### config.mk
export PLATFORM = sky130hd
export DESIGN_NAME = fire_effect_heat_update_flat
export DESIGN_NICKNAME = d
export VERILOG_FILES = /design/src/hdl/feh_pkg.sv /design/src/hdl/feh_chan_if.sv /design/src/hdl/feh_heat_ram.sv /design/src/hdl/feh_row_line.sv /design/src/hdl/feh_ember_calc.sv /design/src/hdl/fire_effect_heat_update.sv /design/src/flat_wrapper.sv
export SDC_FILE = /design/constraint.sdc
export NUM_CORES = 2
export LEC_CHECK = 0
export BUFFER_PORTS_ARGS = -buffer_cell sky130_fd_sc_hd__buf_4
export CAP_MARGIN = 20
export CORE_UTILIZATION = 50
export CTS_CLUSTER_DIAMETER = 30
export DETAILED_ROUTE_END_ITERATION = 10
export PLACE_DENSITY = 0.65
export SLEW_MARGIN = 20
export SYNTH_ARGS = -nofsm -noshare
export SYNTH_HDL_FRONTEND = slang
export SYNTH_HIERARCHICAL = 1
export SYNTH_SLANG_ARGS = --single-unit
### constraint.sdc
create_clock -name clock -period 18.45 [get_ports clock]
set_clock_uncertainty 0.15 [all_clocks]
set_input_delay 3.69 -clock clock [delete_from_list [all_inputs] [get_ports clock]]
set_output_delay 3.69 -clock clock [all_outputs]
set_load 0.005 [all_outputs]
### src/hdl/feh_pkg.sv
`timescale 1ns / 1ps
// ----------------------------------------------------------------------------
// Fire heat update package
// Shared widths, register codes, defaults and small arithmetic helpers.
// ----------------------------------------------------------------------------
package feh_pkg;

   localparam int DEF_GRID_COLS = 20;
   localparam int DEF_GRID_ROWS = 12;

   localparam int HEAT_W     = 8;
   localparam int NOISE_W    = 8;
   localparam int PIX_COL_W  = 5;
   localparam int PIX_ROW_W  = 4;
   localparam int CSR_IDX_W  = 2;
   localparam int CSR_DATA_W = 8;
   localparam int LOSS_W     = HEAT_W + 1;

   localparam logic [CSR_IDX_W-1:0] CSR_EMBER_BASE  = 2'd0;
   localparam logic [CSR_IDX_W-1:0] CSR_EMBER_SLOPE = 2'd1;
   localparam logic [CSR_IDX_W-1:0] CSR_COOL_BASE   = 2'd2;

   localparam logic [HEAT_W-1:0] EMBER_BASE_RST  = 8'd150;
   localparam logic [HEAT_W-1:0] EMBER_SLOPE_RST = 8'd11;
   localparam logic [HEAT_W-1:0] COOL_BASE_RST   = 8'd16;
   localparam logic [HEAT_W-1:0] HEAT_MAX        = 8'd255;

   // noise mod 40 through a reciprocal: floor(v * 205 / 8192) == floor(v / 40)
   localparam logic [15:0] MOD40_RECIP = 16'd205;
   localparam int          MOD40_SHIFT = 13;
   localparam logic [8:0]  EMBER_MOD   = 9'd40;

   typedef struct packed {
      logic [HEAT_W-1:0] target;  // saturated ember target
      logic [LOSS_W-1:0] loss;    // cooling for upper rows
   } feh_calc_type;

   typedef struct packed {
      logic [HEAT_W-1:0] center;
      logic [HEAT_W-1:0] left;
      logic [HEAT_W-1:0] right;
   } feh_taps_type;

   function automatic logic [5:0] noise_mod40(input logic [NOISE_W-1:0] v);
      logic [15:0] prod;
      logic [2:0]  quot;
      logic [8:0]  back;
      logic [7:0]  rem;
      prod = 16'(v) * MOD40_RECIP;
      quot = prod[MOD40_SHIFT+:3];
      back = 9'(quot) * EMBER_MOD;
      rem  = v - back[7:0];
      return rem[5:0];
   endfunction

endpackage

### src/hdl/feh_chan_if.sv
`timescale 1ns / 1ps
// ----------------------------------------------------------------------------
// Fire heat channels
// Request channel (noise byte) and response channel (updated pixel).
// ----------------------------------------------------------------------------
interface feh_req_if;
   import feh_pkg::*;
   logic               valid;
   logic               ready;
   logic [NOISE_W-1:0] noise;
   modport source (output valid, output noise, input ready);
   modport sink   (input valid, input noise, output ready);
endinterface

interface feh_rsp_if;
   import feh_pkg::*;
   logic                 valid;
   logic                 ready;
   logic [PIX_COL_W-1:0] pixel_col;
   logic [PIX_ROW_W-1:0] pixel_row;
   logic [HEAT_W-1:0]    pixel_heat;
   logic                 frame_end;
   modport source (output valid, output pixel_col, output pixel_row,
                   output pixel_heat, output frame_end, input ready);
   modport sink   (input valid, input pixel_col, input pixel_row,
                   input pixel_heat, input frame_end, output ready);
endinterface

### src/hdl/feh_heat_ram.sv
`timescale 1ns / 1ps
// ----------------------------------------------------------------------------
// Heat grid memory
// One write port, one read port, registered read data.
// ----------------------------------------------------------------------------
module feh_heat_ram #(
   parameter int DEPTH  = feh_pkg::DEF_GRID_COLS * feh_pkg::DEF_GRID_ROWS,
   parameter int ADDR_W = $clog2(DEPTH)
) (
   input  logic                      clock,
   input  logic                      rd_en,
   input  logic [ADDR_W-1:0]         rd_addr,
   output logic [feh_pkg::HEAT_W-1:0] rd_data,
   input  logic                      wr_en,
   input  logic [ADDR_W-1:0]         wr_addr,
   input  logic [feh_pkg::HEAT_W-1:0] wr_data
);
   import feh_pkg::*;

   logic [HEAT_W-1:0] mem_ff [DEPTH];
   logic [HEAT_W-1:0] rd_data_ff;

   always_ff @(posedge clock) begin
      if (wr_en) begin
         mem_ff[wr_addr] <= wr_data;
      end
      if (rd_en) begin
         rd_data_ff <= mem_ff[rd_addr];
      end
   end

   assign rd_data = rd_data_ff;

endmodule

### src/hdl/feh_row_line.sv
`timescale 1ns / 1ps
// ----------------------------------------------------------------------------
// Row-below line
// Rotating shift line holding the row below; taps give center, right, left.
// ----------------------------------------------------------------------------
module feh_row_line #(
   parameter int GRID_COLS = feh_pkg::DEF_GRID_COLS
) (
   input  logic                       clock,
   input  logic                       reset,
   input  logic                       shift_en,
   input  logic [feh_pkg::HEAT_W-1:0] push_data,
   input  logic                       col_first,
   input  logic                       col_last,
   output feh_pkg::feh_taps_type      taps
);
   import feh_pkg::*;

   logic [HEAT_W-1:0] line_ff [GRID_COLS];
   logic [HEAT_W-1:0] line_in [GRID_COLS];
   logic [HEAT_W-1:0] left_ff;
   logic [HEAT_W-1:0] left_in;

   // Slot 0 is always the current column; the freshly stored value enters at the tail.
   always_comb begin
      for (int i = 0; i < GRID_COLS - 1; i++) begin
         line_in[i] = line_ff[i+1];
      end
      line_in[GRID_COLS-1] = push_data;
      left_in = line_ff[0];
   end

   always_ff @(posedge clock) begin
      if (reset) begin
         for (int i = 0; i < GRID_COLS; i++) begin
            line_ff[i] <= '0;
         end
         left_ff <= '0;
      end else if (shift_en) begin
         line_ff <= line_in;
         left_ff <= left_in;
      end
   end

   always_comb begin
      taps.center = line_ff[0];
      taps.left   = col_first ? line_ff[0] : left_ff;
      taps.right  = col_last  ? line_ff[0] : line_ff[1];
   end

endmodule

### src/hdl/feh_ember_calc.sv
`timescale 1ns / 1ps
// ----------------------------------------------------------------------------
// Ember and cooling terms
// Works out the saturated ember target and the cooling loss for one pixel.
// ----------------------------------------------------------------------------
module feh_ember_calc #(
   parameter int GRID_COLS = feh_pkg::DEF_GRID_COLS,
   parameter int COL_W     = $clog2(GRID_COLS)
) (
   input  logic [COL_W-1:0]            col,
   input  logic [feh_pkg::NOISE_W-1:0] noise,
   input  logic [feh_pkg::HEAT_W-1:0]  ember_base,
   input  logic [feh_pkg::HEAT_W-1:0]  ember_slope,
   input  logic [feh_pkg::HEAT_W-1:0]  cool_base,
   output feh_pkg::feh_calc_type       calc
);
   import feh_pkg::*;

   localparam int PROD_W = COL_W + HEAT_W;
   localparam int SUM_W  = PROD_W + 1;
   localparam logic [COL_W-1:0] HALF     = COL_W'(GRID_COLS / 2);
   localparam logic [COL_W-1:0] LAST_COL = COL_W'(GRID_COLS - 1);

   logic [COL_W-1:0]  edge_dist;
   logic [PROD_W-1:0] slope_term;
   logic [5:0]        ember_noise;
   logic [SUM_W-1:0]  target_sum;

   always_comb begin
      edge_dist   = (col < HALF) ? col : (LAST_COL - col);
      slope_term  = PROD_W'(edge_dist) * PROD_W'(ember_slope);
      ember_noise = noise_mod40(noise);
      target_sum  = SUM_W'(ember_base) + SUM_W'(slope_term) + SUM_W'(ember_noise);
      calc.target = (target_sum > SUM_W'(HEAT_MAX)) ? HEAT_MAX : target_sum[HEAT_W-1:0];
      calc.loss   = LOSS_W'(cool_base) + LOSS_W'(noise[3:0]);
   end

endmodule

### src/hdl/fire_effect_heat_update.sv
`timescale 1ns / 1ps
// ----------------------------------------------------------------------------
// Fire effect heat update
// Updates one pixel of the heat grid per request, bottom row first.
// ----------------------------------------------------------------------------
// Flow: on accept a request enters the work stage, then the response register.
// Throughput: one request per cycle unless stalled; heat memory reads a pixel at accept and
//    writes it back as the work stage advances, a different address from the next read.
// Reset: registers return to defaults, scan restarts at the bottom-left pixel,
//    and the grid reads as zero until each pixel is first written (first frame).
// ----------------------------------------------------------------------------
module fire_effect_heat_update #(
   parameter int GRID_COLS = feh_pkg::DEF_GRID_COLS,
   parameter int GRID_ROWS = feh_pkg::DEF_GRID_ROWS
) (
   input  logic                          clock,
   input  logic                          reset,
   feh_req_if.sink                       req_chan,
   feh_rsp_if.source                     rsp_chan,
   input  logic                          csr_we,
   input  logic [feh_pkg::CSR_IDX_W-1:0]  csr_index,
   input  logic [feh_pkg::CSR_DATA_W-1:0] csr_wdata
);
   import feh_pkg::*;

   localparam int DEPTH  = GRID_COLS * GRID_ROWS;
   localparam int ADDR_W = $clog2(DEPTH);
   localparam int COL_W  = $clog2(GRID_COLS);
   localparam int ROW_W  = $clog2(GRID_ROWS);
   localparam logic [COL_W-1:0]  LAST_COL    = COL_W'(GRID_COLS - 1);
   localparam logic [ROW_W-1:0]  BOTTOM_ROW  = ROW_W'(GRID_ROWS - 1);
   localparam logic [ADDR_W-1:0] BOTTOM_BASE = ADDR_W'((GRID_ROWS - 1) * GRID_COLS);
   localparam logic [ADDR_W-1:0] ROW_UP_STEP = ADDR_W'(2 * GRID_COLS - 1);

   // Configuration registers
   logic [HEAT_W-1:0] ember_base_ff, ember_slope_ff, cool_base_ff;

   // Scan position of the next request
   logic [COL_W-1:0]  col_ff,  col_in;
   logic [ROW_W-1:0]  row_ff,  row_in;
   logic [ADDR_W-1:0] idx_ff,  idx_in;
   logic              fresh_ff, fresh_in;   // first frame after reset

   // Read-modify-write stage
   logic              s1_valid_ff;
   logic [ADDR_W-1:0] s1_addr_ff;
   logic [COL_W-1:0]  s1_col_ff;
   logic [ROW_W-1:0]  s1_row_ff;
   logic              s1_bottom_ff, s1_first_ff, s1_last_ff, s1_fresh_ff, s1_end_ff;
   feh_calc_type      s1_calc_ff;

   // Response register
   logic                 out_valid_ff;
   logic [PIX_COL_W-1:0] out_col_ff;
   logic [PIX_ROW_W-1:0] out_row_ff;
   logic [HEAT_W-1:0]    out_heat_ff;
   logic                 out_end_ff;

   logic              accept, s1_go, req_ready;
   logic              at_last_col, at_top_row;
   feh_calc_type      calc;
   feh_taps_type      taps;
   logic [HEAT_W-1:0] rd_data, old_heat, new_heat, bottom_heat, upper_heat, avg_heat;
   logic [HEAT_W:0]   bottom_sum;
   logic [HEAT_W+1:0] avg_sum;

   // ---------------------------------------------------------------- control
   // Advance the work stage whenever the response register is free or draining.
   assign s1_go     = s1_valid_ff && (!out_valid_ff || rsp_chan.ready);
   assign req_ready = !reset && (!s1_valid_ff || s1_go);
   assign accept    = req_chan.valid && req_ready;
   assign req_chan.ready = req_ready;

   assign at_last_col = (col_ff == LAST_COL);
   assign at_top_row  = (row_ff == '0);

   // ------------------------------------------------------------ config port
   always_ff @(posedge clock) begin
      if (reset) begin
         ember_base_ff  <= EMBER_BASE_RST;
         ember_slope_ff <= EMBER_SLOPE_RST;
         cool_base_ff   <= COOL_BASE_RST;
      end else if (csr_we) begin
         unique case (csr_index)
            CSR_EMBER_BASE:  ember_base_ff  <= csr_wdata;
            CSR_EMBER_SLOPE: ember_slope_ff <= csr_wdata;
            CSR_COOL_BASE:   cool_base_ff   <= csr_wdata;
            default: ;  // drop writes to unused indexes
         endcase
      end
   end

   // ----------------------------------------------------------- scan counters
   // Walk left to right; at a row end step the address up one row, and at the
   // frame end wrap back to the bottom row. The fresh flag drops after the
   // first full frame, once every pixel has been written.
   always_comb begin
      col_in   = col_ff;
      row_in   = row_ff;
      idx_in   = idx_ff;
      fresh_in = fresh_ff;
      if (accept) begin
         if (!at_last_col) begin
            col_in = col_ff + 1'b1;
            idx_in = idx_ff + 1'b1;
         end else begin
            col_in = '0;
            if (at_top_row) begin
               row_in   = BOTTOM_ROW;
               idx_in   = BOTTOM_BASE;
               fresh_in = 1'b0;
            end else begin
               row_in = row_ff - 1'b1;
               idx_in = idx_ff - ROW_UP_STEP;
            end
         end
      end
   end

   always_ff @(posedge clock) begin
      if (reset) begin
         col_ff   <= '0;
         row_ff   <= BOTTOM_ROW;
         idx_ff   <= BOTTOM_BASE;
         fresh_ff <= 1'b1;
      end else begin
         col_ff   <= col_in;
         row_ff   <= row_in;
         idx_ff   <= idx_in;
         fresh_ff <= fresh_in;
      end
   end

   // ------------------------------------------------------- accept-side terms
   feh_ember_calc #(
      .GRID_COLS (GRID_COLS),
      .COL_W     (COL_W)
   ) u_calc (
      .col         (col_ff),
      .noise       (req_chan.noise),
      .ember_base  (ember_base_ff),
      .ember_slope (ember_slope_ff),
      .cool_base   (cool_base_ff),
      .calc        (calc)
   );

   // Load the work stage on accept; hold it while the response side stalls.
   always_ff @(posedge clock) begin
      if (reset) begin
         s1_valid_ff <= 1'b0;
      end else if (accept) begin
         s1_valid_ff <= 1'b1;
      end else if (s1_go) begin
         s1_valid_ff <= 1'b0;
      end
   end

   always_ff @(posedge clock) begin
      if (accept) begin
         s1_addr_ff   <= idx_ff;
         s1_col_ff    <= col_ff;
         s1_row_ff    <= row_ff;
         s1_bottom_ff <= (row_ff == BOTTOM_ROW);
         s1_first_ff  <= (col_ff == '0);
         s1_last_ff   <= at_last_col;
         s1_fresh_ff  <= fresh_ff;
         s1_end_ff    <= at_top_row && at_last_col;
         s1_calc_ff   <= calc;
      end
   end

   // ------------------------------------------------------- heat memory + line
   feh_heat_ram #(
      .DEPTH  (DEPTH),
      .ADDR_W (ADDR_W)
   ) u_ram (
      .clock   (clock),
      .rd_en   (accept),
      .rd_addr (idx_ff),
      .rd_data (rd_data),
      .wr_en   (s1_go),
      .wr_addr (s1_addr_ff),
      .wr_data (new_heat)
   );

   // The line receives the updated heat on the bottom row and the previous
   // frame's heat on upper rows, so the next row up sees the right values.
   feh_row_line #(
      .GRID_COLS (GRID_COLS)
   ) u_line (
      .clock     (clock),
      .reset     (reset),
      .shift_en  (s1_go),
      .push_data (s1_bottom_ff ? new_heat : old_heat),
      .col_first (s1_first_ff),
      .col_last  (s1_last_ff),
      .taps      (taps)
   );

   // ------------------------------------------------------------ pixel update
   always_comb begin
      old_heat    = s1_fresh_ff ? '0 : rd_data;
      bottom_sum  = (HEAT_W+1)'(old_heat) + (HEAT_W+1)'(s1_calc_ff.target);
      bottom_heat = bottom_sum[HEAT_W:1];
      avg_sum     = (HEAT_W+2)'({taps.center, 1'b0}) + (HEAT_W+2)'(taps.left)
                  + (HEAT_W+2)'(taps.right);
      avg_heat    = avg_sum[HEAT_W+1:2];
      upper_heat  = (LOSS_W'(avg_heat) > s1_calc_ff.loss)
                  ? HEAT_W'(LOSS_W'(avg_heat) - s1_calc_ff.loss) : '0;
      new_heat    = s1_bottom_ff ? bottom_heat : upper_heat;
   end

   // --------------------------------------------------------- response register
   always_ff @(posedge clock) begin
      if (reset) begin
         out_valid_ff <= 1'b0;
      end else if (s1_go) begin
         out_valid_ff <= 1'b1;
      end else if (rsp_chan.ready) begin
         out_valid_ff <= 1'b0;
      end
   end

   always_ff @(posedge clock) begin
      if (s1_go) begin
         out_col_ff  <= PIX_COL_W'(s1_col_ff);
         out_row_ff  <= PIX_ROW_W'(s1_row_ff);
         out_heat_ff <= new_heat;
         out_end_ff  <= s1_end_ff;
      end
   end

   assign rsp_chan.valid      = out_valid_ff;
   assign rsp_chan.pixel_col  = out_col_ff;
   assign rsp_chan.pixel_row  = out_row_ff;
   assign rsp_chan.pixel_heat = out_heat_ff;
   assign rsp_chan.frame_end  = out_end_ff;

endmodule

### src/flat_wrapper.sv
// flat-port wrapper written by rule: the top's interface ports become plain ports
module fire_effect_heat_update_flat import feh_pkg::*;
#(
   parameter int GRID_COLS = feh_pkg::DEF_GRID_COLS,
   parameter int GRID_ROWS = feh_pkg::DEF_GRID_ROWS
)
  (clock, reset, csr_we, csr_index, csr_wdata, req_chan_valid, req_chan_noise, req_chan_ready, rsp_chan_valid, rsp_chan_pixel_col, rsp_chan_pixel_row, rsp_chan_pixel_heat, rsp_chan_frame_end, rsp_chan_ready);
  feh_req_if req_chan_i ();
  feh_rsp_if rsp_chan_i ();
  input  logic clock;
  input  logic reset;
  input  logic csr_we;
  input  logic [feh_pkg::CSR_IDX_W-1:0] csr_index;
  input  logic [feh_pkg::CSR_DATA_W-1:0] csr_wdata;
  input wire logic [$bits(req_chan_i.valid)-1:0] req_chan_valid;
  input wire logic [$bits(req_chan_i.noise)-1:0] req_chan_noise;
  output wire logic [$bits(req_chan_i.ready)-1:0] req_chan_ready;
  output wire logic [$bits(rsp_chan_i.valid)-1:0] rsp_chan_valid;
  output wire logic [$bits(rsp_chan_i.pixel_col)-1:0] rsp_chan_pixel_col;
  output wire logic [$bits(rsp_chan_i.pixel_row)-1:0] rsp_chan_pixel_row;
  output wire logic [$bits(rsp_chan_i.pixel_heat)-1:0] rsp_chan_pixel_heat;
  output wire logic [$bits(rsp_chan_i.frame_end)-1:0] rsp_chan_frame_end;
  input wire logic [$bits(rsp_chan_i.ready)-1:0] rsp_chan_ready;
  assign req_chan_i.valid = req_chan_valid;
  assign req_chan_i.noise = req_chan_noise;
  assign req_chan_ready = req_chan_i.ready;
  assign rsp_chan_valid = rsp_chan_i.valid;
  assign rsp_chan_pixel_col = rsp_chan_i.pixel_col;
  assign rsp_chan_pixel_row = rsp_chan_i.pixel_row;
  assign rsp_chan_pixel_heat = rsp_chan_i.pixel_heat;
  assign rsp_chan_frame_end = rsp_chan_i.frame_end;
  assign rsp_chan_i.ready = rsp_chan_ready;
  fire_effect_heat_update #(.GRID_COLS(GRID_COLS), .GRID_ROWS(GRID_ROWS)) u_core (.clock(clock), .reset(reset), .req_chan(req_chan_i), .rsp_chan(rsp_chan_i), .csr_we(csr_we), .csr_index(csr_index), .csr_wdata(csr_wdata));
endmodule
==> impl_metrics.toml <==
[setup_path]
slowest_delay_ns = 0.54
worstSetupPathType = "in2reg"
worstPathRequired_ns = 18.90
critical_path.reg2reg.startpoint = "u_core/s1_last_ff"
worst_setup_path_end_kind = "register"
timing.critical_path.fanout_max = 8
crit_slowest_cell = "sky130_fd_sc_hd__fa_1"
cp.arrival_ns = 10.61
startpoint_type = "input port"
startpoint_of_the_worst_setup_timing_path = "req_chan_noise[1]"

[floorplan]
floorplan.initialDensity = 0.504
die-width_um = 427
placementRows = 155
ioPinCount = 43
core-area_sq_mm = 0.179
die-area_sq_mm = 0.182
die_height_um = 427

[global_routing]
globalRoute.busiestLayer = "met2"
grt_overflow = 0
number_of_global_route_vias_before_repair = 47600
met1_grt_util = 0.351
pin_count_of_the_biggest_net_entering_global_routing = 242
use_met2 = 0.367
grt_antenna_before_repair = 10
first_pass_grt_wire_length_um = 321000
groute.usage.overall = 0.241
met3_usage = 0.0516

[run]
max_cap_violations = 0

[cts]
cts_max_path_buffers = 4
clkTransAtPathRegs_ns = 0.05
clockRootBuffer = "sky130_fd_sc_hd__clkbuf_16"
postCtsSetupBuffers = 0
clk_latency_ns = 0.95
cts_htree_levels = 5
cts.hold.buffers_added = 0
cts-buffers-inserted = 429
clock_sink_count = 2197
postCtsResizedCells = 0
cts_tree = "yes"

[final_layout]
flow.area_growth_from_synthesis_pct = 18.6
most-common-layout-cells = "sky130_fd_sc_hd__edfxtp_1, sky130_fd_sc_hd__nor2_1, sky130_fd_sc_hd__mux4_2"
reg.largest.list = "u_core/u_ram/mem_ff (1920), u_core/u_line/line_ff (152), u_core/s1_calc_ff (17)"
post_route_non_filler_standard_cell_count = 7883
fillCellCount = 12700
top_register = "u_core/u_ram/mem_ff"
final_layout_size_suffix_gt1_frac = 0.245
largest_register_ff_count = 1920
final_common_cell = "sky130_fd_sc_hd__edfxtp_1"
nNetsFinal = 5357

[outcome]
run_status = "complete, no violations"

[power]
leakage_nw = 35.6
cellPowerDensity_mw_per_mm2 = 136
design_power_total_mw = 14.5
vdd_drop_max_uv = 111

[place]
place_inst = 7091
dp_hpwl_um = 127000
io_buffers = 42
gp_routability_congestion = 0.841

[detailed_routing]
route.antenna.remaining_nets = 0
via_to_cell_ratio = 6.07
firstDrtPassIters = 6
drt_iter0_drc = 5584
routed_wire_length_per_instance_um = 27.7
drt_drc_violations_left = 0
vias = 47800
totalWireLength_um = 218000

[logic_synthesis]
yosys_most_used_dff = "sky130_fd_sc_hd__edfxtp_1"
ys_seq_elements = 2197
synth-edff-count = 1985
simple_logic_cell_fraction_of_the_synthesized_area = 0.0465
net_count_of_the_mapped_netlist = 5094
synth_mux_area_frac = 0.156
synth_compound_area_frac = 0.0312
postSynth.asyncResetShare = 0
synth_warnings = 6
post_synth_xor_area_fraction = 0.00369
synth_cell_types = 96
synthesis.area_sq_mm = 0.0902
synth_fa_ha_area_frac = 0.0270
synth_sequential_area_ratio = 0.708
largest_family_of_logic_cells_by_synthesized_area = "multiplexers"
syn_area_per_cell_sq_um = 18.4
syn-instance-count = 4907

[sta]
timing.fmax_mhz = 98.4
unrepaired_setup_endpoints_after_global_routing = "false"
min_period_over_period = 0.551
timing.final.crit_period_ns = 10.16
totalNegativeSetupSlack_ns = 0
hold_violations = 0
finalSetupViolCount = 0
timing.max_slew.rel_slack = 0.217
maxSlewViolCount = 0
timing_worst_slew_pin_value_ns = 1.17

[worst_hold_path]
hold_class = "reg2reg"
hold_path_startpoint = "u_core/s1_col_ff[2]"
[critical path: cells and delay by family]
family / cells / cell delay [ns]
and+or+nand+nor: 3 / 0.63
xor gates and xnor gates: 6 / 0.98
buffers and inverters: 4 / 0.29
adders and majority gates: 9 / 3.44
AOI/OAI and AO/OA: 6 / 1.56
[power breakdown]
group          leakage [nW]  switching (mW)  internal [mW]
Sequential             19.8          0.0196           5.80
Clock                  7.03            2.53           5.23
Combinational          8.82           0.694          0.266
[cell type report]
class,count,area (sq um),share of cell area
clock buffers,495,11200,0.105
flip-flops and latches,2197,63900,0.598
repair buffers,112,988,0.00925
diodes,1,2.50,0.0000234
clock inverters,293,3390,0.0317
multi-input cells,2316,24000,0.225
well taps,2355,2950,0.0276
inverters,114,434,0.00406
[final timing paths]
check / endpoint / slack, ns / depth (start not counted)
worst max-delay path: u_core/s1_calc_ff[11] / 8.29 / 28
worst min-delay path: u_core/rsp_chan.pixel_col[2] / 0.26 / 0
worst max register to register: u_core/u_ram/mem_ff[160][5] / 11.00 / 18
worst min register to register: u_core/rsp_chan.pixel_col[2] / 0.26 / 0
[cells in the mapped netlist, types with 23 or more instances]
| master | instances | area share |
|---|---|---|
| sky130_fd_sc_hd__nand3_1 | 45 | 0.0025 |
| sky130_fd_sc_hd__mux2i_1 | 272 | 0.030 |
| sky130_fd_sc_hd__fa_1 | 51 | 0.011 |
| sky130_fd_sc_hd__buf_2 | 62 | 0.0034 |
| sky130_fd_sc_hd__nor2b_1 | 48 | 0.0033 |
| sky130_fd_sc_hd__clkbuf_1 | 98 | 0.0041 |
| sky130_fd_sc_hd__edfxtp_1 | 1985 | 0.66 |
| sky130_fd_sc_hd__o21ai_0 | 45 | 0.0025 |
| sky130_fd_sc_hd__dfxtp_1 | 212 | 0.047 |
| sky130_fd_sc_hd__mux2_2 | 36 | 0.0045 |
| sky130_fd_sc_hd__xnor2_1 | 27 | 0.0026 |
| sky130_fd_sc_hd__a22oi_1 | 48 | 0.0040 |
| sky130_fd_sc_hd__mux4_2 | 451 | 0.11 |
| sky130_fd_sc_hd__a21oi_1 | 75 | 0.0042 |
| sky130_fd_sc_hd__buf_6 | 27 | 0.0034 |
| sky130_fd_sc_hd__ha_1 | 113 | 0.016 |
| sky130_fd_sc_hd__buf_4 | 40 | 0.0033 |
| sky130_fd_sc_hd__nand2b_1 | 26 | 0.0018 |
| sky130_fd_sc_hd__inv_1 | 111 | 0.0046 |
| sky130_fd_sc_hd__nor2_1 | 520 | 0.022 |
| sky130_fd_sc_hd__and2_1 | 27 | 0.0019 |
| sky130_fd_sc_hd__nand4_1 | 23 | 0.0016 |
| sky130_fd_sc_hd__nand2_1 | 153 | 0.0064 |
| sky130_fd_sc_hd__a31oi_1 | 23 | 0.0016 |
| sky130_fd_sc_hd__o221ai_1 | 30 | 0.0029 |
| sky130_fd_sc_hd__mux4_1 | 29 | 0.0085 |
[cells by family after synthesis]
kind of cell             count (synthesis)
XOR/XNOR                                38
adder cells (fa/ha/maj)                164
multiplexers                           790
AND/OR/NAND/NOR                        928
flip-flops                            2197
AO/OA/AOI/OAI                          396
buffers and inverters                  394
[per-layer routing]
metal,wire length (um),vias up,share of wire
met4,5600,6,0.026
met5,40,-,0.00018
met3,19500,351,0.089
li1,-,20200,-
met1,91700,25000,0.42
met2,102000,2244,0.47
[stage by stage]
step           instance area, sq um  worst slack [ns]  hold WS, ns   util
2_1_floorplan                 90200              3.30        0.250      -
3_3_place_gp                  92200              7.56        0.255  0.516
3_5_place_dp                  92200              7.43        0.255  0.516
4_1_cts                      107000              8.34        0.247  0.597
5_1_grt                      107000              7.90        0.262  0.598
6_report                     107000              8.29        0.256  0.598
Note: power is estimated with default switching activity, not from simulation.
